## config.mk

```make
export PLATFORM = sky130hd
export DESIGN_NAME = lphs_mod
export DESIGN_NICKNAME = d
export VERILOG_FILES = /design/src/rtl/core/lphs_pkg.sv /design/src/rtl/core/lphs_mod.sv
export SDC_FILE = /design/constraint.sdc
export NUM_CORES = 1
export LEC_CHECK = 0
export ABC_CLOCK_PERIOD_IN_PS = 7850
export BUFFER_PORTS_ARGS = -buffer_cell sky130_fd_sc_hd__buf_2
export CAP_MARGIN = 20
export CORE_MARGIN = 2
export CORE_UTILIZATION = 50
export CTS_CLUSTER_DIAMETER = 80
export CTS_CLUSTER_SIZE = 30
export DETAILED_ROUTE_END_ITERATION = 6
export GPL_ROUTABILITY_DRIVEN = 0
export HOLD_SLACK_MARGIN = 0.02
export PLACE_DENSITY = 0.77
export SLEW_MARGIN = 30
export SYNTH_ARGS = -nofsm -noshare
export SYNTH_HDL_FRONTEND = slang
export SYNTH_SLANG_ARGS = --single-unit
```

## constraint.sdc

```tcl
create_clock -name clock -period 7.85 [get_ports clock]
set_input_delay 1.57 -clock clock [delete_from_list [all_inputs] [get_ports clock]]
set_output_delay 1.57 -clock clock [all_outputs]
set_load 0.01 [all_outputs]
```

## src/rtl/core/lphs_pkg.sv

```systemverilog
package lphs_pkg;

   localparam int TABLE_DEPTH = 256;
   localparam int KEY_BITS    = 31;

   localparam int IDX_W = $clog2(TABLE_DEPTH);
   localparam int CNT_W = $clog2(TABLE_DEPTH + 1);
   localparam int CSR_W = 9;
   localparam logic [CSR_W-1:0] CSR_RESET = 9'd256;

   localparam int DIV_RADIX_BITS = 4;
   localparam int DIV_STEPS      = (KEY_BITS + DIV_RADIX_BITS - 1) / DIV_RADIX_BITS;
   localparam int DIV_BITS       = DIV_STEPS * DIV_RADIX_BITS;
   localparam int DIV_CNT_W      = $clog2(DIV_STEPS + 1);

   localparam int LOAD_W = CNT_W + 4;

   typedef enum logic [1:0] {
      SLOT_EMPTY = 2'd0,
      SLOT_USED  = 2'd1,
      SLOT_TOMB  = 2'd2
   } slot_state_type;

   typedef enum logic [2:0] {
      ST_DONE    = 3'd0,
      ST_LOAD    = 3'd1,
      ST_DUP     = 3'd2,
      ST_MISSING = 3'd3,
      ST_FULL    = 3'd4
   } status_type;

   typedef enum logic {
      FUNC_INSERT = 1'b0,
      FUNC_DELETE = 1'b1
   } func_type;

   typedef enum logic [2:0] {
      FSM_IDLE,
      FSM_DIV,
      FSM_ISSUE,
      FSM_CHECK,
      FSM_RESP
   } fsm_type;

   typedef struct packed {
      logic                func;
      logic [KEY_BITS-1:0] key;
   } req_type;

   typedef struct packed {
      logic [2:0]       status;
      logic [CNT_W-1:0] entry_total;
   } rsp_type;

   typedef struct packed {
      logic                rd_en;
      logic [IDX_W-1:0]    rd_addr;
      logic                wr_en;
      logic [IDX_W-1:0]    wr_addr;
      slot_state_type      wr_slot;
      logic [KEY_BITS-1:0] wr_key;
   } tbl_req_type;

   typedef struct packed {
      slot_state_type      slot;
      logic [KEY_BITS-1:0] key;
   } tbl_rd_type;

endpackage

```

## src/rtl/core/lphs_mod.sv

```systemverilog
module lphs_mod
   import lphs_pkg::*;
(
   input  logic                clock,
   input  logic                reset,
   input  logic                go,
   input  logic [KEY_BITS-1:0] dividend,
   input  logic [CNT_W-1:0]    divisor,
   output logic                done,
   output logic [IDX_W-1:0]    remainder
);

   localparam int REM_W = CNT_W + 1;

   logic                 running_ff, running_in;
   logic                 done_ff, done_in;
   logic [DIV_CNT_W-1:0] step_ff, step_in;
   logic [DIV_BITS-1:0]  shift_ff, shift_in;
   logic [REM_W-1:0]     rem_ff, rem_in;
   logic [CNT_W-1:0]     div_ff, div_in;
   logic [REM_W-1:0]     rem_next;

   // four restoring steps a cycle, top dividend bits first
   always_comb begin
      logic [REM_W-1:0] r;
      r = rem_ff;
      for (int b = 0; b < DIV_RADIX_BITS; b++) begin
         r = {r[REM_W-2:0], shift_ff[DIV_BITS-1-b]};
         if (r >= REM_W'(div_ff)) begin
            r = r - REM_W'(div_ff);
         end
      end
      rem_next = r;
   end

   always_comb begin
      running_in = running_ff;
      done_in    = 1'b0;
      step_in    = step_ff;
      shift_in   = shift_ff;
      rem_in     = rem_ff;
      div_in     = div_ff;
      if (go) begin
         running_in = 1'b1;
         step_in    = '0;
         shift_in   = DIV_BITS'(dividend);
         rem_in     = '0;
         div_in     = divisor;
      end else if (running_ff) begin
         shift_in = shift_ff << DIV_RADIX_BITS;
         rem_in   = rem_next;
         step_in  = step_ff + 1'b1;
         if (step_ff == DIV_CNT_W'(DIV_STEPS - 1)) begin
            running_in = 1'b0;
            done_in    = 1'b1;
         end
      end
   end

   always_ff @(posedge clock) begin
      if (reset) begin
         running_ff <= 1'b0;
         done_ff    <= 1'b0;
         step_ff    <= '0;
      end else begin
         running_ff <= running_in;
         done_ff    <= done_in;
         step_ff    <= step_in;
      end
      shift_ff <= shift_in;
      rem_ff   <= rem_in;
      div_ff   <= div_in;
   end

   assign done      = done_ff;
   assign remainder = rem_ff[IDX_W-1:0];

endmodule

```

======== Word level (Yosys, flattened, before mapping) ========
Index checks and enable logic that the tools add are counted.
storage, ports and cells
  bits in registers ....................... 56
  bits of input ports ..................... 43
  output and inout bits ................... 9
  word-level logic and storage cells ...... 31
cells by class
  add/subtract/negate cells ............... 5
  $lt $le $gt $ge ......................... 4
  eq/ne operators ......................... 1
  mux-type cells .......................... 10
  bitwise gates (word level) .............. 1
  reduce and logical (&&, ||, !) cells .... 3
operators with widths
  cell                   number
  $mux W31               2
  $ge A10 B9 Y1          4
  $mux W9                4
  $sub A9 B9 Y9          4
  $add A4 B1 Y4 const B  1
  $eq A4 B3 Y1 const B   1
  $mux W1                4
  $reduce_or A3 Y1       1
  $reduce_bool A2 Y1     1
  $reduce_or A2 Y1       1
  $not A1 Y1             1

======== Logic depth before layout (Yosys ltp) ========
Gate-level depths: netlist of the first run.
  depth in word-level cells ............... 8
  mapped depth ............................ 40
  gate-level depth less buffers ........... 37

======== Worst setup path after synthesis of the first run ========
OpenSTA, ideal clock, no wires.
  path kind ............................... register to register
  start ................................... reg div_ff[0]
  end ..................................... reg rem_ff[0]
  library setup time ...................... 79 ps
  data arrival time ....................... 8111 ps
  required time ........................... 7771 ps
  slack ................................... -340 ps
  cell stages (with the launch flop) ...... 38
  path buffers ............................ 3
  period minus slack after synthesis ...... 8190 ps
  cell sequence ........................... edfxtp_1 ha_1 inv_1 fa_1 a211oi_2 o21bai_2 o21a_2 a21oi_4 mux2_2 fa_1 nand2b_1 a21oi_1 a41o_1 a311oi_1 and2_2 buf_2 nand2_1 o21ai_0 (+2 left out) a21oi_1 o21a_1 o21ai_0 a211oi_1 a31o_1 buf_2 mux2_2 ha_1 a21oi_1 nor2b_1 o21ai_0 o211ai_1 o21ai_0 nand2b_1 a221o_1 buf_6 mux2_4 a211oi_2
between the ends
  longest elaborated chain between the ends .. 8
  elaborated cells between the ends (all ways) .. 12
  those cells by class .................... 4 x add/sub; 4 x order compare; 4 x mux
RTL lines
  what                                            RTL line                        text
  from (decl)                                     lphs_mod.sv:20                  logic [CNT_W-1:0] div_ff, div_in;
  from (signal assigned)                          lphs_mod.sv:72                  div_ff <= div_in;
  $sub A9 B9 Y9 or $ge A10 B9 Y1 (tied branches)  lphs_mod.sv:30, lphs_mod.sv:29
  $mux W9                                         lphs_mod.sv:29                  if (r >= REM_W'(div_ff)) begin
  $sub A9 B9 Y9 or $ge A10 B9 Y1 (tied branches)  lphs_mod.sv:30, lphs_mod.sv:29
  $mux W9                                         lphs_mod.sv:29
  $sub A9 B9 Y9 or $ge A10 B9 Y1 (tied branches)  lphs_mod.sv:30, lphs_mod.sv:29
  $mux W9                                         lphs_mod.sv:29
  $ge A10 B9 Y1                                   lphs_mod.sv:29
  $mux W9 *                                       lphs_mod.sv:29
  to (signal assigned)                            lphs_mod.sv:71                  rem_ff <= rem_in;
  to (decl)                                       lphs_mod.sv:19                  logic [REM_W-1:0] rem_ff, rem_in;
Every way passes the cells marked *; elsewhere a longest branch is shown, timed or not.
A chain may end at the register's enable or synchronous reset.

======== Final worst setup path of the first run ========
  start ................................... reg div_ff[0]
  end ..................................... reg rem_ff[5]
between the ends
  longest elaborated chain between the ends .. 8
  elaborated cells between the ends (all ways) .. 12
  those cells by class .................... 4 x add/sub; 4 x order compare; 4 x mux
RTL lines
  what                                            RTL line
  $sub A9 B9 Y9 or $ge A10 B9 Y1 (tied branches)  lphs_mod.sv:30, lphs_mod.sv:29
  $mux W9                                         lphs_mod.sv:29
  $sub A9 B9 Y9 or $ge A10 B9 Y1 (tied branches)  lphs_mod.sv:30, lphs_mod.sv:29
  $mux W9                                         lphs_mod.sv:29
  $sub A9 B9 Y9 or $ge A10 B9 Y1 (tied branches)  lphs_mod.sv:30, lphs_mod.sv:29
  $mux W9                                         lphs_mod.sv:29
  $sub A9 B9 Y9 or $ge A10 B9 Y1 (tied branches)  lphs_mod.sv:30, lphs_mod.sv:29
  $mux W9 *                                       lphs_mod.sv:29
Marked as above.

==> flow_metrics.tcl, run 1 <==
set metrics [dict create \
    status "finished, final reports clean" \
    ctsHoldBuffers 0 \
    hold_class "flop to flop" \
    layout-drive-gt1-share 0.436 \
    syn_area_mm2 0.00414 \
    yosysSeqAreaShare 0.367 \
    finalNonFillerCells 596 \
    placedCellCount 568 \
    maxCapViolCount 0 \
    synth_ff_type "edfxtp_1" \
    core_mm2 0.00813 \
    grt-ovfl-total 0 \
    slew_headroom 0.462 \
    via_count 3380 \
    required_ps 8030 \
    antenna_found_initial 0 \
    dp_hpwl_um 7650 \
    syn_area_per_cell_um2 10.5 \
    synth_edf_count 40 \
    top_layer_used "met4" \
    start_kind "flop" \
    wl_met3_um 738 \
    fin_crit_ps 7730 \
    port_buffers 51 \
    ios 52 \
    synth_seq_cells 56 \
    die_area_mm2 0.00903 \
    worstPathArrival_ps 7910 \
    start_util 0.509 \
    ys_warn_count 0 \
    htreeDepth 2 \
    cts_buffer_depth 2 \
    cpMostUsedCell "a21oi_2" \
    worstPathMaxFanout 6 \
    critPathKind "flop to flop" \
    hold_slack_ps 481 \
    drt-pass1-iter-count 5 \
    cts.root.buffer_cell "clkbuf_8" \
    wl_met1_um 4400 \
    drv_slew 0 \
    rows 33 \
    clkLatencyLatePin_ps 320 \
    finClkSkew_ps 7.81 \
    drt_wl_total_um 10500 \
    syn_nets 479 \
    max_stage_delay_ps 390 \
    grt_usage 0.226 \
    cts_buffers 5 \
    cp_slowest_cell "edfxtp_1" \
    wl_met2_um 5060 \
    max_freq_mhz 129 \
    cp-end-kind "flop" \
    hold_viol_final 0 \
    cts_tree "yes" \
    first_global_vias 3272 \
    worst_pin_slew_ps 806 \
    die_w_um 95.0 \
    drtAntennaViolNets 0 \
    syn2layout_area_growth_pct 26.9 \
    drt-vias-per-instance 5.67 \
    die_h_um 95.0 \
    clkSinkCount 56 \
    post-route-drc-count 0 \
    drtIter0Drc 240 \
    fin_crit_sh 0.985 \
    grt_max_degree 54 \
    grt_pass1_wl_um 15600 \
    clkTransAtPathRegs_ps 110 \
    ys_types 54 \
    syn_inst 395 \
    async_reset_ff_frac 0 \
    wire_per_inst_um 17.7 \
    insertedDiodeCount 0 \
    fin_nets 574 \
    finalSetupViolCount 0 \
]
==> Yosys cell counts (all sizes together) (4+ instances only) <==
| master | count | area, um^2 |
|---|---|---|
| a211oi | 12 | 100 |
| a21o | 10 | 75.1 |
| a21oi | 26 | 141 |
| and2 | 6 | 38.8 |
| buf | 12 | 85.1 |
| clkbuf | 6 | 22.5 |
| dfxtp | 16 | 320 |
| edfxtp | 40 | 1200 |
| fa | 4 | 80.1 |
| ha | 37 | 463 |
| inv | 28 | 105 |
| mux2 | 43 | 488 |
| mux2i | 11 | 110 |
| nand2 | 13 | 48.8 |
| nand2b | 5 | 31.3 |
| nand4 | 7 | 43.8 |
| nor2 | 30 | 113 |
| nor2b | 4 | 25.0 |
| o211ai | 4 | 35.0 |
| o21a | 4 | 31.3 |
| o21ai | 12 | 60.1 |
| o21bai | 5 | 41.3 |
| or2 | 6 | 37.5 |
| xnor2 | 16 | 140 |
| xor2 | 12 | 105 |
==> flip-flops by register name, indices dropped and copies added (netlist names) <==
signal	flops
done	1
running_ff	1
div_ff	9
shift_ff	32
rem_ff	9
step_ff	4
==> metrics by stage <==
stage | util | setup slack, ps | area, um^2 | TNS, ps
global route | 0.646 | -210 | 5250 | -1590
CTS | 0.595 | 5.03 | 4840 | 0
finish | 0.646 | 117 | 5250 | 0
global placement | 0.578 | 109 | 4700 | 0
detailed placement | 0.578 | -238 | 4700 | -1370
floorplan | - | 1.66 | 4170 | 0
==> cells by family after synthesis <==
| logic type | count (synthesis) | synth area share |
|---|---|---|
| buffers and inverters | 46 | 0.0514 |
| adder cells (fa/ha/maj) | 41 | 0.131 |
| AND/OR/NAND/NOR | 83 | 0.0997 |
| flip-flops | 56 | 0.367 |
| AO/OA/AOI/OAI | 87 | 0.147 |
| XOR/XNOR | 28 | 0.0592 |
| multiplexers | 54 | 0.144 |
==> critical path: cells and delay by family (launching register included) <==
kind	cells	cell delay, ps
buffers and inverters	5	620
AO/OA/AOI/OAI	20	3660
multiplexers	3	880
AND/OR/NAND/NOR	3	470
adder cells (fa/ha/maj)	5	1540
flip-flops	1	390
==> final timing paths <==
check	from	end	slack, ps	cells past startpoint
max reg2reg	div_ff[0]	rem_ff[5]	120	36
max	div_ff[0]	rem_ff[5]	120	36
min	step_ff[3]	done	480	1
min reg2reg	step_ff[3]	done	480	1
==> layout by cell type, fill, tap and decap left out, types with 10 or more instances in the layout <==
cell       n
a21o_1    10
a21oi_1   16
buf_2     51
buf_4     48
dfxtp_1   15
edfxtp_1  40
ha_1      23
ha_4      11
inv_1     26
mux2_2    34
nand2_1   12
nor2_1    28
xnor2_1   16
xor2_1    12
==> layout make-up <==
type                       instances  area [um^2]
clock buffer                       6         93.8
clock inverter                     2         16.3
fill                             615         2880
inverter                          28          105
multi-input combinational        294         2700
sequential                        56         1520
tap                              105          131
timing repair buffer             105          683
==> what timing repair did <==
item | CTS | global route
pin swaps | 3 | 34
endpoints found under the setup margin | 9 | 9
gates cloned | 1 | 0
resized for setup | 3 | 61
buffers inserted | 2 | 18
==> metal layers <==
metal  vias up  global-route usage
li1       1630                   -
met1      1591               0.297
met2       135               0.376
met3        24              0.0435
met4         0              0.0749
met5         -                   0
Power of run 1 is not shown: default switching activity piles up to over one toggle a cycle in this logic, so the estimate is an artifact.
==> run 2, diff against run 1 <==
--- a/config.mk
+++ b/config.mk
@@ -5,6 +5,7 @@
 export SDC_FILE = /design/constraint.sdc
 export NUM_CORES = 1
 export LEC_CHECK = 0
+export ABC_AREA = 1
 export ABC_CLOCK_PERIOD_IN_PS = 7850
 export BUFFER_PORTS_ARGS = -buffer_cell sky130_fd_sc_hd__buf_2
 export CAP_MARGIN = 20
==> run 2 against run 1 <==
Sequential share of layout area up 2.9 points; utilization down 8.7 points; die area up 4.7%; worst setup slack better by 480 ps; highest routed layer unchanged; final cell count up 23%; non-clock buffer count down 49; register-to-register slack better by 480 ps; maximum frequency up 6.7%; critical path depth up 3; clock skew up 3.1 ps.
==> flow_metrics.tcl, run 2 <==
set metrics [dict create \
    cp-end-kind "flop" \
    status "finished, final reports clean" \
    rsz0062_at_grt "false" \
    antenna_found_initial 0 \
    synth_ff_type "edfxtp_1" \
    async_reset_ff_frac 0 \
    synth.most_common_cell "nand2_1" \
    drt-pass1-iter-count 5 \
    worst_pin_slew_ps 796 \
    cts_tree "yes" \
    fin_crit_sh 0.923 \
    hold_path_startpoint "rem_ff[8]" \
    synth_edf_count 40 \
    clkLatencyLatePin_ps 310 \
    hold_depth 2 \
    clkSinkCount 56 \
    cpMostUsedCell "nand2_1" \
    max_freq_mhz 138 \
    slew_headroom 0.469 \
    worstPathArrival_ps 7450 \
    reg2reg_depth 39 \
    min_to "rem_ff[8]" \
    clkTransAtPathRegs_ps 110 \
    syn_nets 663 \
    rows 34 \
    syn_inst 579 \
    regMostFlops "shift_ff" \
    start_kind "flop" \
    htreeDepth 2 \
    port_buffers 51 \
    grt_max_degree 45 \
    maxCapViolCount 0 \
    finalSetupViolCount 0 \
    reg_top3 "shift_ff x32, div_ff x9, rem_ff x9" \
    reg2reg_to "rem_ff[7]" \
    worstPathMaxFanout 17 \
    drt_wl_total_um 9730 \
    synthTopCellsByArea "edfxtp_1, nand2_1, ha_1" \
    largest_register_ffs 32 \
    critPathKind "flop to flop" \
    hold_class "flop to flop" \
    tns_ps 0 \
    rrSetupSlack_ps 600 \
    post-route-drc-count 0 \
    synth_top_area_share 0.276 \
    max_stage_delay_ps 520 \
    fin_nets 709 \
    die_w_um 97.2 \
    grt_usage 0.205 \
    ys_warn_count 0 \
    syn_area_per_cell_um2 7.50 \
    drtAntennaViolNets 0 \
    drt-vias-per-instance 5.20 \
    drv_slew 0 \
    layout-drive-gt1-share 0.141 \
    synthTopCellsByCount "nand2_1, inv_1, edfxtp_1" \
    synth_seq_cells 56 \
    start_util 0.508 \
    fillCellCount 758 \
    layout_commonest_cell "nand2_1" \
    die_h_um 97.2 \
    grt_pass1_wl_um 16000 \
    required_ps 8050 \
    cts_buffer_depth 2 \
    dp_hpwl_um 7600 \
    finClkSkew_ps 10.9 \
    die_area_mm2 0.00945 \
    cts_buffers 5 \
    final_cell_mix "nand2_1, inv_1, buf_2" \
    yosysSeqAreaShare 0.350 \
    ys_types 42 \
    syn_area_mm2 0.00434 \
    core_mm2 0.00855 \
    wire_per_inst_um 13.3 \
    synth_top_area_cell "edfxtp_1" \
    cp_slowest_cell "edfxtp_1" \
    hold_viol_final 0 \
    first_global_vias 3539 \
    syn2layout_area_growth_pct 9.99 \
    insertedDiodeCount 0 \
    ios 52 \
    via_count 3820 \
    drtIter0Drc 166 \
    grt-ovfl-total 0 \
    cts.root.buffer_cell "clkbuf_8" \
    fin_crit_ps 7250 \
    r2r-start "div_ff[0]" \
]
==> run 2: changes by cell type after synthesis, sizes merged, moves of 6 or more <==
cell / before / now
a211oi: 12 / 2
a21o: 10 / 3
and2: 6 / 0
inv: 28 / 85
mux2: 43 / 0
mux2i: 11 / 0
nand2: 13 / 217
nand3: 2 / 33
nor2: 30 / 21
o21ai: 12 / 18
==> run 2: worst max-delay path by stage <==
stage,from,endpoint,slack [ps],cells after the start
after global placement,div_ff[1],rem_ff[2],600,40
after detailed placement,div_ff[0],rem_ff[7],370,39
after global routing,div_ff[0],rem_ff[1],60,41
final,div_ff[0],rem_ff[7],600,39
after floorplan,div_ff[1],rem_ff[1],1190,42
after CTS,div_ff[0],rem_ff[7],330,39
==> run 2: metal layers <==
layer / vias up / track usage / share of wire
met5: - / 0 / 0
met2: 156 / 0.336 / 0.46
met4: 0 / 0.0726 / 0.026
li1: 1950 / - / -
met3: 21 / 0.0338 / 0.075
met1: 1693 / 0.276 / 0.44
==> run 2: area by class of cell <==
type                            instances  area [um^2]  area share
Timing Repair Buffer                   56          293      0.0613
Clock inverter                          3         21.3     0.00445
Multi-Input combinational cell        421         2420       0.506
Clock buffer                            5         68.8      0.0144
Sequential cell                        56         1520       0.318
Inverter                               85          323      0.0676
Tap cell                              108          135      0.0283
==> run 2: repair_timing <==
action	CTS	global route
hold buffers	0	0
endpoints found under the hold margin	0	0
buffers inserted	0	3
endpoints found under the setup margin	0	9
resized for setup	0	8
==> run 2: stage by stage <==
stage,hold slack [ps],utilization,std cells,worst slack (ps),cell area [um^2]
final,486,0.559,734,601,4780
after global routing,499,0.559,734,61.1,4780
after CTS,486,0.554,731,330,4740
after detailed placement,470,0.544,723,373,4650
after global placement,466,0.544,723,597,4650
after floorplan,422,-,579,1190,4340
==> run 2: logic make-up after synthesis <==
kind of cell | share of synthesized area
AOI/OAI and AO/OA | 0.0818
and+or+nand+nor | 0.294
xor gates and xnor gates | 0.0524
DFF | 0.350
adders and majority gates | 0.125
buffers and inverters | 0.0962
==> run 2: worst max-delay path: cells and delay by family (launching register included) <==
kind / cells / cell delay, ps
buffers and inverters: 5 / 400
AO/OA/AOI/OAI: 10 / 1950
adder cells (fa/ha/maj): 5 / 1800
flip-flops: 1 / 520
AND/OR/NAND/NOR: 19 / 2470
Power of run 2 is left out for the same reason.
==> run 3, diff against run 2 <==
--- a/config.mk
+++ b/config.mk
@@ -6,7 +6,7 @@
 export NUM_CORES = 1
 export LEC_CHECK = 0
 export ABC_AREA = 1
-export ABC_CLOCK_PERIOD_IN_PS = 7850
+export ABC_CLOCK_PERIOD_IN_PS = 8800
 export BUFFER_PORTS_ARGS = -buffer_cell sky130_fd_sc_hd__buf_2
 export CAP_MARGIN = 20
 export CORE_MARGIN = 2
@@ -16,7 +16,7 @@
 export DETAILED_ROUTE_END_ITERATION = 6
 export GPL_ROUTABILITY_DRIVEN = 0
 export HOLD_SLACK_MARGIN = 0.02
-export PLACE_DENSITY = 0.77
+export PLACE_DENSITY = 0.74
 export SLEW_MARGIN = 30
 export SYNTH_ARGS = -nofsm -noshare
 export SYNTH_HDL_FRONTEND = slang
==> constraint.sdc (replaced) <==
create_clock -name clock -period 8.8 [get_ports clock]
set_input_delay 1.76 -clock clock [delete_from_list [all_inputs] [get_ports clock]]
set_output_delay 1.76 -clock clock [all_outputs]
set_load 0.01 [all_outputs]
==> run 3 against run 2 <==
Utilization fell by 0.51 points; flip-flop and latch count did not move; final cell count fell by 0.41%; hold slack got worse by 22 ps; critical path type unchanged; critical endpoint unchanged; highest routed layer unchanged.
==> flow_metrics.tcl, run 3 (same netlist as run 2, synthesis figures left out) <==
set metrics [dict create \
    insertedDiodeCount 0 \
    syn2layout_area_growth_pct 8.99 \
    hold_class "flop to flop" \
    hold_viol_final 0 \
    reg_top3 "shift_ff x32, div_ff x9, rem_ff x9" \
    die_w_um 97.2 \
    cts_resized 0 \
    start_util 0.508 \
    ctsHoldBuffers 0 \
    ios 52 \
    grt_usage 0.211 \
    max_freq_mhz 131 \
    placed_cell_area_mm2 0.00465 \
    core_mm2 0.00855 \
    clkTransAtPathRegs_ps 100 \
    fin_area_mm2 0.00473 \
    tns_ps 0 \
    status "finished, final reports clean" \
    port_buffers 51 \
    cp-end-kind "flop" \
    finClkSkew_ps 7.42 \
    rrSetupSlack_ps 1150 \
    grt-ovfl-total 0 \
    cts.root.buffer_cell "clkbuf_8" \
    final_cell_mix "nand2_1, inv_1, buf_2" \
    postCtsSetupRepairBufs 0 \
    drt-pass1-iter-count 5 \
    cts_buffer_depth 2 \
    clkSinkCount 56 \
    antenna_found_initial 0 \
    cpMostUsedCell "nand2_1" \
    grt_pass1_wl_um 16600 \
    layout_commonest_cell "nand2_1" \
    fin_nets 706 \
    maxCapViolCount 0 \
    max_stage_delay_ps 450 \
    drtIter0Drc 261 \
    cp_slowest_cell "a21boi_0" \
    rows 34 \
    via_count 3735 \
    die_h_um 97.2 \
    required_ps 9010 \
    cts_buffers 5 \
    clkLatencyLatePin_ps 310 \
    regMostFlops "shift_ff" \
    first_global_vias 3624 \
    worstPathArrival_ps 7860 \
    layout-drive-gt1-share 0.132 \
    drv_slew 0 \
    die_area_mm2 0.00945 \
    drt-vias-per-instance 5.11 \
    fin_crit_ps 7650 \
    rsz0062_at_grt "false" \
    finalSetupViolCount 0 \
    grt_max_degree 45 \
    critPathKind "flop to flop" \
    drt_wl_total_um 9770 \
    post-route-drc-count 0 \
    cts_tree "yes" \
    largest_register_ffs 32 \
    wire_per_inst_um 13.4 \
    slew_headroom 0.525 \
    worst_pin_slew_ps 709 \
    fin_crit_sh 0.869 \
    worstPathMaxFanout 17 \
    drtAntennaViolNets 0 \
    htreeDepth 2 \
    start_kind "flop" \
    dp_hpwl_um 7640 \
]
[run 3: worst paths after layout]
| kind | start | to | cells past startpoint |
|---|---|---|---|
| setup / recovery | div_ff[1] | rem_ff[7] | 40 |
| hold / removal | shift_ff[27] | shift_ff[31] | 2 |
| setup reg to reg | div_ff[1] | rem_ff[7] | 40 |
| hold reg to reg | shift_ff[27] | shift_ff[31] | 2 |
[run 3: final cells by class]
cell class	instances	area [um^2]
Tap cell	108	135
Fill cell	799	3820
Multi-Input combinational cell	421	2400
Inverter	85	319
Clock inverter	2	11.3
Timing Repair Buffer	53	270
Clock buffer	6	72.6
Sequential cell	56	1520
[run 3: through the flow]
step                cells   util  hold slack [ps]  setup WS [ps]
global route          731  0.554              502            506
finish                731  0.554              464           1150
global placement      723  0.544              433           1560
CTS                   731  0.554              460           1260
detailed placement    723  0.544              439           1280
floorplan             579      -              422           2140
[run 3: worst max-delay path, delay by kind of cell (launching register included)]
family / cells / cell delay (ps)
and+or+nand+nor: 21 / 2720
AOI/OAI and AO/OA: 10 / 2210
adders and majority gates: 4 / 1520
buffers and inverters: 5 / 690
DFF: 1 / 440
[run 3: metal layers]
metal / vias to the layer above / global-route usage / wire, um
li1: 1936 / - / -
met1: 1675 / 0.279 / 4330
met2: 100 / 0.359 / 4610
met3: 24 / 0.0237 / 537
met4: 0 / 0.0759 / 297
met5: - / 0 / 0
Power of run 3 is left out for the same reason.
